File: src/sv/fpae_pkg.sv
// Shared types and constants for the FASTA parser / alphabet encoder.
// No dependencies; imported by every module of the block.
package fpae_pkg;

	localparam int ALPHABET_SLOTS = 128;
	localparam int BYTE_W = 8;
	localparam int SYM_W = 7;
	localparam int COUNT_W = 8;
	localparam int LETTER_DEPTH = 128;

	localparam logic [BYTE_W-1:0] CH_HEADER = 8'h3E;
	localparam logic [BYTE_W-1:0] CH_LF = 8'h0A;
	localparam logic [BYTE_W-1:0] CH_CR = 8'h0D;

	// table insert request from the parser to the alphabet
	typedef struct packed {
		logic             en;
		logic [SYM_W-1:0] addr;
	} fpae_wr_t;

	// one parsed result
	typedef struct packed {
		logic             emit;
		logic             bad;
		logic [SYM_W-1:0] sym;
		logic             starts;
		logic             fresh;
		logic [SYM_W-1:0] letter;
	} fpae_res_t;

endpackage

File: src/sv/fasta_parser_alphabet_encoder_core.sv
// Top level of the FASTA parser / alphabet encoder.
// Depends on fpae_pkg, fpae_alphabet and fpae_parse.
//
// Input stream: one byte of FASTA text per transaction; s_axis_tuser marks the
// first byte of a new file, which clears header and sequence tracking but keeps
// the alphabet. Output stream: one transaction per residue (or bad byte);
// header text, '>' and CR/LF produce no output.
// Pipeline: input register (stage 1, with the code memory read) followed by
// the result register. A byte accepted into stage 1 reaches the output when
// it moves into the result register. While the receiver does not stall, one
// byte per cycle is sustained, set by the single table read-and-update per byte in stage 1.
// When the receiver stalls, the result register holds and stage 1 holds its
// byte; s_axis_tready drops only when both are full.
// Reset clears the header/sequence flags, the known-letter bits and the
// alphabet count; the code memory needs no clearing (entries are read only
// once their known bit is set).
module fasta_parser_alphabet_encoder_core (
	input  logic        clk,
	input  logic        arst_n,
	input  logic        s_axis_tvalid,
	output logic        s_axis_tready,
	input  logic [7:0]  s_axis_tdata,   // [7:0] byte_in
	input  logic        s_axis_tuser,   // [0] file_start
	output logic        m_axis_tvalid,
	input  logic        m_axis_tready,
	output logic [15:0] m_axis_tdata,   // [6:0] symbol_index, [7] starts_sequence,
	                                    // [8] new_letter, [15:9] letter_byte
	output logic        m_axis_tuser    // [0] bad_byte
);
	import fpae_pkg::*;

	logic                valid_s1, first_s1;
	logic [BYTE_W-1:0]   byte_s1;
	logic                out_free, fire, load;
	logic                known;
	logic [SYM_W-1:0]    code_s1;
	logic [COUNT_W-1:0]  count;
	fpae_res_t           res;
	fpae_wr_t            wr;
	logic                valid_s2, bad_s2;
	logic [15:0]         data_s2;

	assign out_free = ~valid_s2 | m_axis_tready;
	assign fire = valid_s1 & out_free;
	assign s_axis_tready = ~valid_s1 | out_free;
	assign load = s_axis_tvalid & s_axis_tready;

	always_ff @(posedge clk or negedge arst_n) begin
		if (!arst_n)
			valid_s1 <= 1'b0;
		else if (load)
			valid_s1 <= 1'b1;
		else if (fire)
			valid_s1 <= 1'b0;
	end

	always_ff @(posedge clk) begin
		if (load) begin
			byte_s1 <= s_axis_tdata;
			first_s1 <= s_axis_tuser;
		end
	end

	fpae_alphabet u_alphabet (
		.clk        (clk),
		.arst_n     (arst_n),
		.rd_en      (load),
		.rd_addr    (s_axis_tdata[SYM_W-1:0]),
		.look_addr  (byte_s1[SYM_W-1:0]),
		.wr         (wr),
		.known      (known),
		.rd_code_s1 (code_s1),
		.count      (count)
	);

	fpae_parse u_parse (
		.clk      (clk),
		.arst_n   (arst_n),
		.fire     (fire),
		.byte_s1  (byte_s1),
		.first_s1 (first_s1),
		.known    (known),
		.code     (code_s1),
		.count    (count),
		.res      (res),
		.wr       (wr)
	);

	always_ff @(posedge clk or negedge arst_n) begin
		if (!arst_n)
			valid_s2 <= 1'b0;
		else if (out_free)
			valid_s2 <= fire & res.emit;
	end

	always_ff @(posedge clk) begin
		if (fire && res.emit) begin
			data_s2 <= {res.letter, res.fresh, res.starts, res.sym};
			bad_s2 <= res.bad;
		end
	end

	assign m_axis_tvalid = valid_s2;
	assign m_axis_tdata = data_s2;
	assign m_axis_tuser = bad_s2;

`ifndef SYNTHESIS
	a_bad_zero: assert property (@(posedge clk) disable iff (!arst_n)
		valid_s2 && bad_s2 |-> data_s2 == '0)
		else $error("bad-byte result carries nonzero fields");

	a_count_cap: assert property (@(posedge clk) disable iff (!arst_n)
		{1'b0, count} <= (COUNT_W+1)'(ALPHABET_SLOTS))
		else $error("alphabet count beyond slot limit");

	a_new_code: assert property (@(posedge clk) disable iff (!arst_n)
		valid_s2 && !bad_s2 && data_s2[8] |->
		data_s2[SYM_W-1:0] == SYM_W'(count - COUNT_W'(1)))
		else $error("new letter code does not match alphabet count");
`endif

endmodule

File: src/sv/fpae_alphabet.sv
// Alphabet table: per-letter known bits, code memory and alphabet count.
// Depends on fpae_pkg.
module fpae_alphabet (
	input  logic                          clk,
	input  logic                          arst_n,
	input  logic                          rd_en,
	input  logic [fpae_pkg::SYM_W-1:0]    rd_addr,
	input  logic [fpae_pkg::SYM_W-1:0]    look_addr,
	input  fpae_pkg::fpae_wr_t            wr,
	output logic                          known,
	output logic [fpae_pkg::SYM_W-1:0]    rd_code_s1,
	output logic [fpae_pkg::COUNT_W-1:0]  count
);
	import fpae_pkg::*;

	logic [LETTER_DEPTH-1:0]  known_q;
	logic [SYM_W-1:0]         code_mem [LETTER_DEPTH];
	logic [COUNT_W-1:0]       count_q;

	always_ff @(posedge clk or negedge arst_n) begin
		if (!arst_n) begin
			known_q <= '0;
			count_q <= '0;
		end else if (wr.en) begin
			known_q[wr.addr] <= 1'b1;
			count_q <= count_q + COUNT_W'(1);
		end
	end

	// code read is registered with the item entering stage 1; bypass a same-cycle insert
	always_ff @(posedge clk) begin
		if (wr.en)
			code_mem[wr.addr] <= count_q[SYM_W-1:0];
		if (rd_en) begin
			if (wr.en && wr.addr == rd_addr)
				rd_code_s1 <= count_q[SYM_W-1:0];
			else
				rd_code_s1 <= code_mem[rd_addr];
		end
	end

	assign known = known_q[look_addr];
	assign count = count_q;

endmodule

File: src/sv/fpae_parse.sv
// Byte classifier and header/sequence tracking for one stage-1 item.
// Depends on fpae_pkg; drives inserts into fpae_alphabet.
module fpae_parse (
	input  logic                          clk,
	input  logic                          arst_n,
	input  logic                          fire,
	input  logic [fpae_pkg::BYTE_W-1:0]   byte_s1,
	input  logic                          first_s1,
	input  logic                          known,
	input  logic [fpae_pkg::SYM_W-1:0]    code,
	input  logic [fpae_pkg::COUNT_W-1:0]  count,
	output fpae_pkg::fpae_res_t           res,
	output fpae_pkg::fpae_wr_t            wr
);
	import fpae_pkg::*;

	logic in_header_q, in_sequence_q;
	logic hdr, seq, hdr_nxt, seq_nxt, full, insert;

	assign full = {1'b0, count} >= (COUNT_W+1)'(ALPHABET_SLOTS);

	always_comb begin
		hdr = in_header_q & ~first_s1;
		seq = in_sequence_q & ~first_s1;
		hdr_nxt = hdr;
		seq_nxt = seq;
		insert = 1'b0;
		res = '0;
		if (hdr) begin
			hdr_nxt = (byte_s1 != CH_LF);
		end else if (byte_s1 == CH_HEADER) begin
			hdr_nxt = 1'b1;
			seq_nxt = 1'b0;
		end else if (byte_s1 == CH_CR || byte_s1 == CH_LF) begin
			res.emit = 1'b0;
		end else if (byte_s1[BYTE_W-1]) begin
			res.emit = 1'b1;
			res.bad = 1'b1;
		end else if (!known && full) begin
			res.emit = 1'b1;
			res.bad = 1'b1;
		end else begin
			insert = ~known;
			res.emit = 1'b1;
			res.sym = known ? code : count[SYM_W-1:0];
			res.starts = ~seq;
			res.fresh = ~known;
			res.letter = byte_s1[SYM_W-1:0];
			seq_nxt = 1'b1;
		end
	end

	assign wr.en = fire & insert;
	assign wr.addr = byte_s1[SYM_W-1:0];

	always_ff @(posedge clk or negedge arst_n) begin
		if (!arst_n) begin
			in_header_q <= 1'b0;
			in_sequence_q <= 1'b0;
		end else if (fire) begin
			in_header_q <= hdr_nxt;
			in_sequence_q <= seq_nxt;
		end
	end

endmodule
File: config.mk
export PLATFORM = sky130hd
export DESIGN_NAME = fasta_parser_alphabet_encoder_core
export DESIGN_NICKNAME = d
export VERILOG_FILES = /design/src/sv/fpae_pkg.sv /design/src/sv/fasta_parser_alphabet_encoder_core.sv /design/src/sv/fpae_alphabet.sv /design/src/sv/fpae_parse.sv
export SDC_FILE = /design/constraint.sdc
export NUM_CORES = 1
export LEC_CHECK = 0
export CORE_MARGIN = 2
export CORE_UTILIZATION = 30
export DETAILED_ROUTE_END_ITERATION = 8
export DONT_BUFFER_PORTS = 1
export GPL_TIMING_DRIVEN = 1
export SLEW_MARGIN = 5
export SYNTH_ARGS = -nofsm -noshare
export SYNTH_HDL_FRONTEND = slang
export SYNTH_SLANG_ARGS = --single-unit
File: constraint.sdc
create_clock -name clk -period 6.1 [get_ports clk]
set_clock_uncertainty 0.05 [all_clocks]
set_input_delay 0.61 -clock clk [delete_from_list [all_inputs] [get_ports clk]]
set_output_delay 0.61 -clock clk [all_outputs]
set_load 0.01 [all_outputs]
==> impl_metrics.py <==
metrics = {
    "setup_path": {
        "regToRegStartpoint": "byte_s1[2]$_DFFE_PP_",
        "cp.required_ps": 6340,
        "worstSetupEndpointType": "flop",
        "arrival_ps": 5560,
        "crit_type": "flop to flop",
        "crit_fanout": 71,
        "cp-startpoint": "byte_s1[2]$_DFFE_PP_",
        "start_kind": "flop",
        "rrSetupSlack_ps": 790,
    },
    "placed_design": {
        "pre_cts_slack_ps": 827,
        "port_buffers": 0,
        "hpwlAfterDp_mm": 66.4,
        "place_area_mm2": 0.0452,
        "place.gp.congestion": 0.836,
    },
    "power_and_ir_drop": {
        "p_leak_nw": 16.7,
        "clock_power_share_pct": 43.1,
        "p_int_mw": 11.6,
        "power.density_mw_per_mm2": 302,
        "switching_power_mw": 3.11,
        "seqPwrFrac_pct": 53.7,
        "ir_drop_mv": 0.259,
        "p_sw_share_pct": 21.1,
        "pwr-share-comb_pct": 3.2,
    },
    "clock_network": {
        "numCtsBuffers": 107,
        "root_buffer": "clkbuf_16",
        "cts_resized": 0,
        "cts.sinks": 1069,
        "cts_tree": "yes",
        "worstSkewPairLatency_ps": 680,
        "h-tree-depth": 3,
        "clock_path_buffers": 3,
        "clk_pin_slew_ps": 60,
    },
    "final_layout": {
        "multi_input_area_mm2": 0.0108,
        "seq_area_mm2": 0.0314,
        "nNetsFinal": 2479,
        "final_area_mm2": 0.0487,
        "antennaDiodeCount": 0,
        "syn2layout_area_growth_pct": 13.5,
        "drive_above_1_share_pct": 21.5,
        "fillCellCount": 13200,
    },
    "global_route": {
        "antenna_found_initial": 2,
        "use_met1_pct": 21.3,
        "grt_pass1_vias": 23600,
        "track_usage_pct": 15.4,
        "grt_pass1_wl_mm": 167,
        "grtUsageMet2_pct": 25.0,
        "grt-ovfl-total": 0,
        "busiest_layer": "met2",
        "gr-usage-met3_pct": 2.55,
        "grt_max_degree": 303,
    },
    "detailed_routing": {
        "vias": 23700,
        "routedWlPerCell_um": 25.8,
        "vias_per_cell": 5.35,
        "drtAntennaViolNets": 0,
        "drcViolationCount": 0,
        "drt-initial-drc-count": 2606,
        "wirelength_mm": 115,
        "firstDrtPassIters": 5,
    },
    "timing": {
        "tightest_slew_ps": 1420,
        "finalSetupTns_ps": 0,
        "setup_ws_ps": 787,
        "rsz0062_at_grt": "no",
        "fmax_mhz": 188,
        "maxSlewHeadroom_pct": 5.41,
        "hold_viol": 0,
        "fin_crit_ps": 5310,
        "slew_violations": 0,
        "setup_viol": 0,
        "fin_crit_sh_pct": 87.1,
    },
    "synthesis": {
        "syn_inst": 2418,
        "synth_top_family_by_area": "multiplexers",
        "synth_edf_count": 929,
        "synthXorXnorAreaFrac_pct": 0.265,
        "avgSynthCellArea_um2": 17.8,
        "synth-main-ff-cell": "edfxtp_1",
        "yosysMostFrequentCell": "edfxtp_1",
        "syn_area_mm2": 0.0429,
        "synth_commonest_cells": "edfxtp_1 (929), mux2i_1 (210), nor3_1 (172)",
        "yosysSeqAreaShare_pct": 73.1,
        "synth_cell_types": 64,
        "ys_ff_latch": 1069,
        "yosysWarningCount": 0,
        "synth_simple_gate_area_share_pct": 4.20,
        "synth_top_cells_by_area": "edfxtp_1 (65%), dfrtp_1 (8.2%), mux4_2 (8.0%)",
        "synth_top_area_cell": "edfxtp_1",
        "synth_adder_area_share_pct": 0.0583,
        "synth.area.mux_share_pct": 13.3,
        "synth_top_area_share_pct": 65.0,
        "synth_compound_area_share_pct": 7.05,
        "async_flop_share_pct": 13.1,
    },
    "floorplanning": {
        "die_area_mm2": 0.146,
        "die_x_um": 382,
        "start_util_pct": 30.3,
        "ios": 32,
        "core_area_mm2": 0.142,
        "die_h_um": 382,
        "rows": 138,
    },
    "min_path": {
        "holdCritPathClass": "primary input to flop",
        "min_from": "m_axis_tready",
    },
    "job": {
        "maxCapViolations": 0,
    },
    "status": {
        "outcome": "finished, final reports clean",
    },
}
==> power groups by stage <==
stage          logic, mW  clock network (mW)  registers, mW
5_1_grt            0.485                6.73           7.92
3_3_place_gp       0.429                   0           8.07
3_5_place_dp       0.429                   0           8.07
4_1_cts            0.459                6.45           7.92
6_report           0.469                6.35           7.92
2_1_floorplan      0.352                   0           8.06
==> path summary, 6_finish.rpt <==
check | to | cells after the start
worst min-delay path | m_axis_tvalid$_DFFE_PN0P_ | 2
max in group asynchronous | u_alphabet.count[2]$_DFFE_PN0P_ | 2
worst max-delay path | u_alphabet.code_mem[109][0]$_DFFE_PP_ | 8
worst max register to register | u_alphabet.code_mem[109][0]$_DFFE_PP_ | 8
worst min register to register | u_alphabet.known_q[10]$_DFFE_PN0P_ | 0
min in group asynchronous | u_alphabet.known_q[31]$_DFFE_PN0P_ | 2
==> cell type report <==
type | count | share of cell area, %
clock buffer | 139 | 5.93
clock inverter | 56 | 0.971
inverter | 16 | 0.123
multi-input combinational | 1187 | 22.2
sequential | 1069 | 64.5
tap | 1890 | 4.85
timing repair buffer | 83 | 1.47
==> per-stage QoR <==
stage | hold WS (ps) | utilization, % | total power, mW | cells
finish | 168 | 34.4 | 14.7 | 4440
floorplan | 264 | - | 8.41 | 2438
global route | 86.5 | 34.4 | 15.1 | 4440
global placement | 271 | 31.9 | 8.50 | 4234
CTS | 78.8 | 34.4 | 14.8 | 4440
detailed placement | 271 | 31.9 | 8.50 | 4234
==> kinds of logic after synthesis <==
group / count (synthesis)
compound gates: 409
xor+xnor: 13
fa+ha+maj: 2
buf+inv: 182
flops: 1069
mux: 377
other cells: 1
simple gates: 365
==> critical path, stage by stage, from the launching register on <==
cell	delay, ps
edfxtp_1	600
nand2b_1	820
o22ai_1	200
o21ai_0	320
a41oi_1	150
or4_1	970
nand2b_4	500
buf_12	330
nor3_1	880
==> sequential cells by signal, indices dropped and copies added (netlist names), 7 cells and up <==
name / cells
u_alphabet.count: 8
m_axis_tdata: 16
u_alphabet.code_mem: 896
u_alphabet.known_q: 128
byte_s1: 8
u_alphabet.rd_code_s1: 7
==> layer usage <==
| layer | vias up | wire, um | share of wire, % |
|---|---|---|---|
| met3 | 192 | 8510 | 7.4 |
| met4 | 0 | 3330 | 2.9 |
| met5 | - | 0 | 0 |
| met2 | 1025 | 54800 | 48 |
| met1 | 12600 | 48000 | 42 |
| li1 | 9978 | - | - |
==> cell usage in the layout, fill, tap and decap left out, types with 5 or more instances in the layout <==
cell type / n
clkbuf_1: 26
xnor2_1: 5
dfrtp_1: 133
xor2_1: 8
nor3b_1: 5
nor2_2: 5
clkinv_1: 21
a221oi_1: 9
bufinv_16: 6
mux4_2: 152
nor3_1: 172
a31o_2: 125
edfxtp_1: 929
inv_1: 14
o22ai_1: 56
clkinvlp_4: 6
mux2_2: 15
nand2b_1: 7
clkbuf_16: 110
dfrtp_4: 7
a22oi_1: 22
a22o_1: 10
clkinv_2: 16
o221ai_1: 47
nand3_1: 22
nor4_1: 9
o211ai_1: 15
buf_4: 68
mux2i_1: 210
o21ai_0: 57
conb_1: 21
dlygate4sd3_1: 10
nand2_1: 56
nor2_1: 53
a21oi_1: 41
==> repair_timing <==
| action | 4_1_cts | 5_1_grt |
|---|---|---|
| buffers inserted | 0 | 0 |
| endpoints found under the hold margin | 149 | 0 |
| hold buffers | 11 | 0 |
Note: power is estimated with default switching activity, not from simulation.
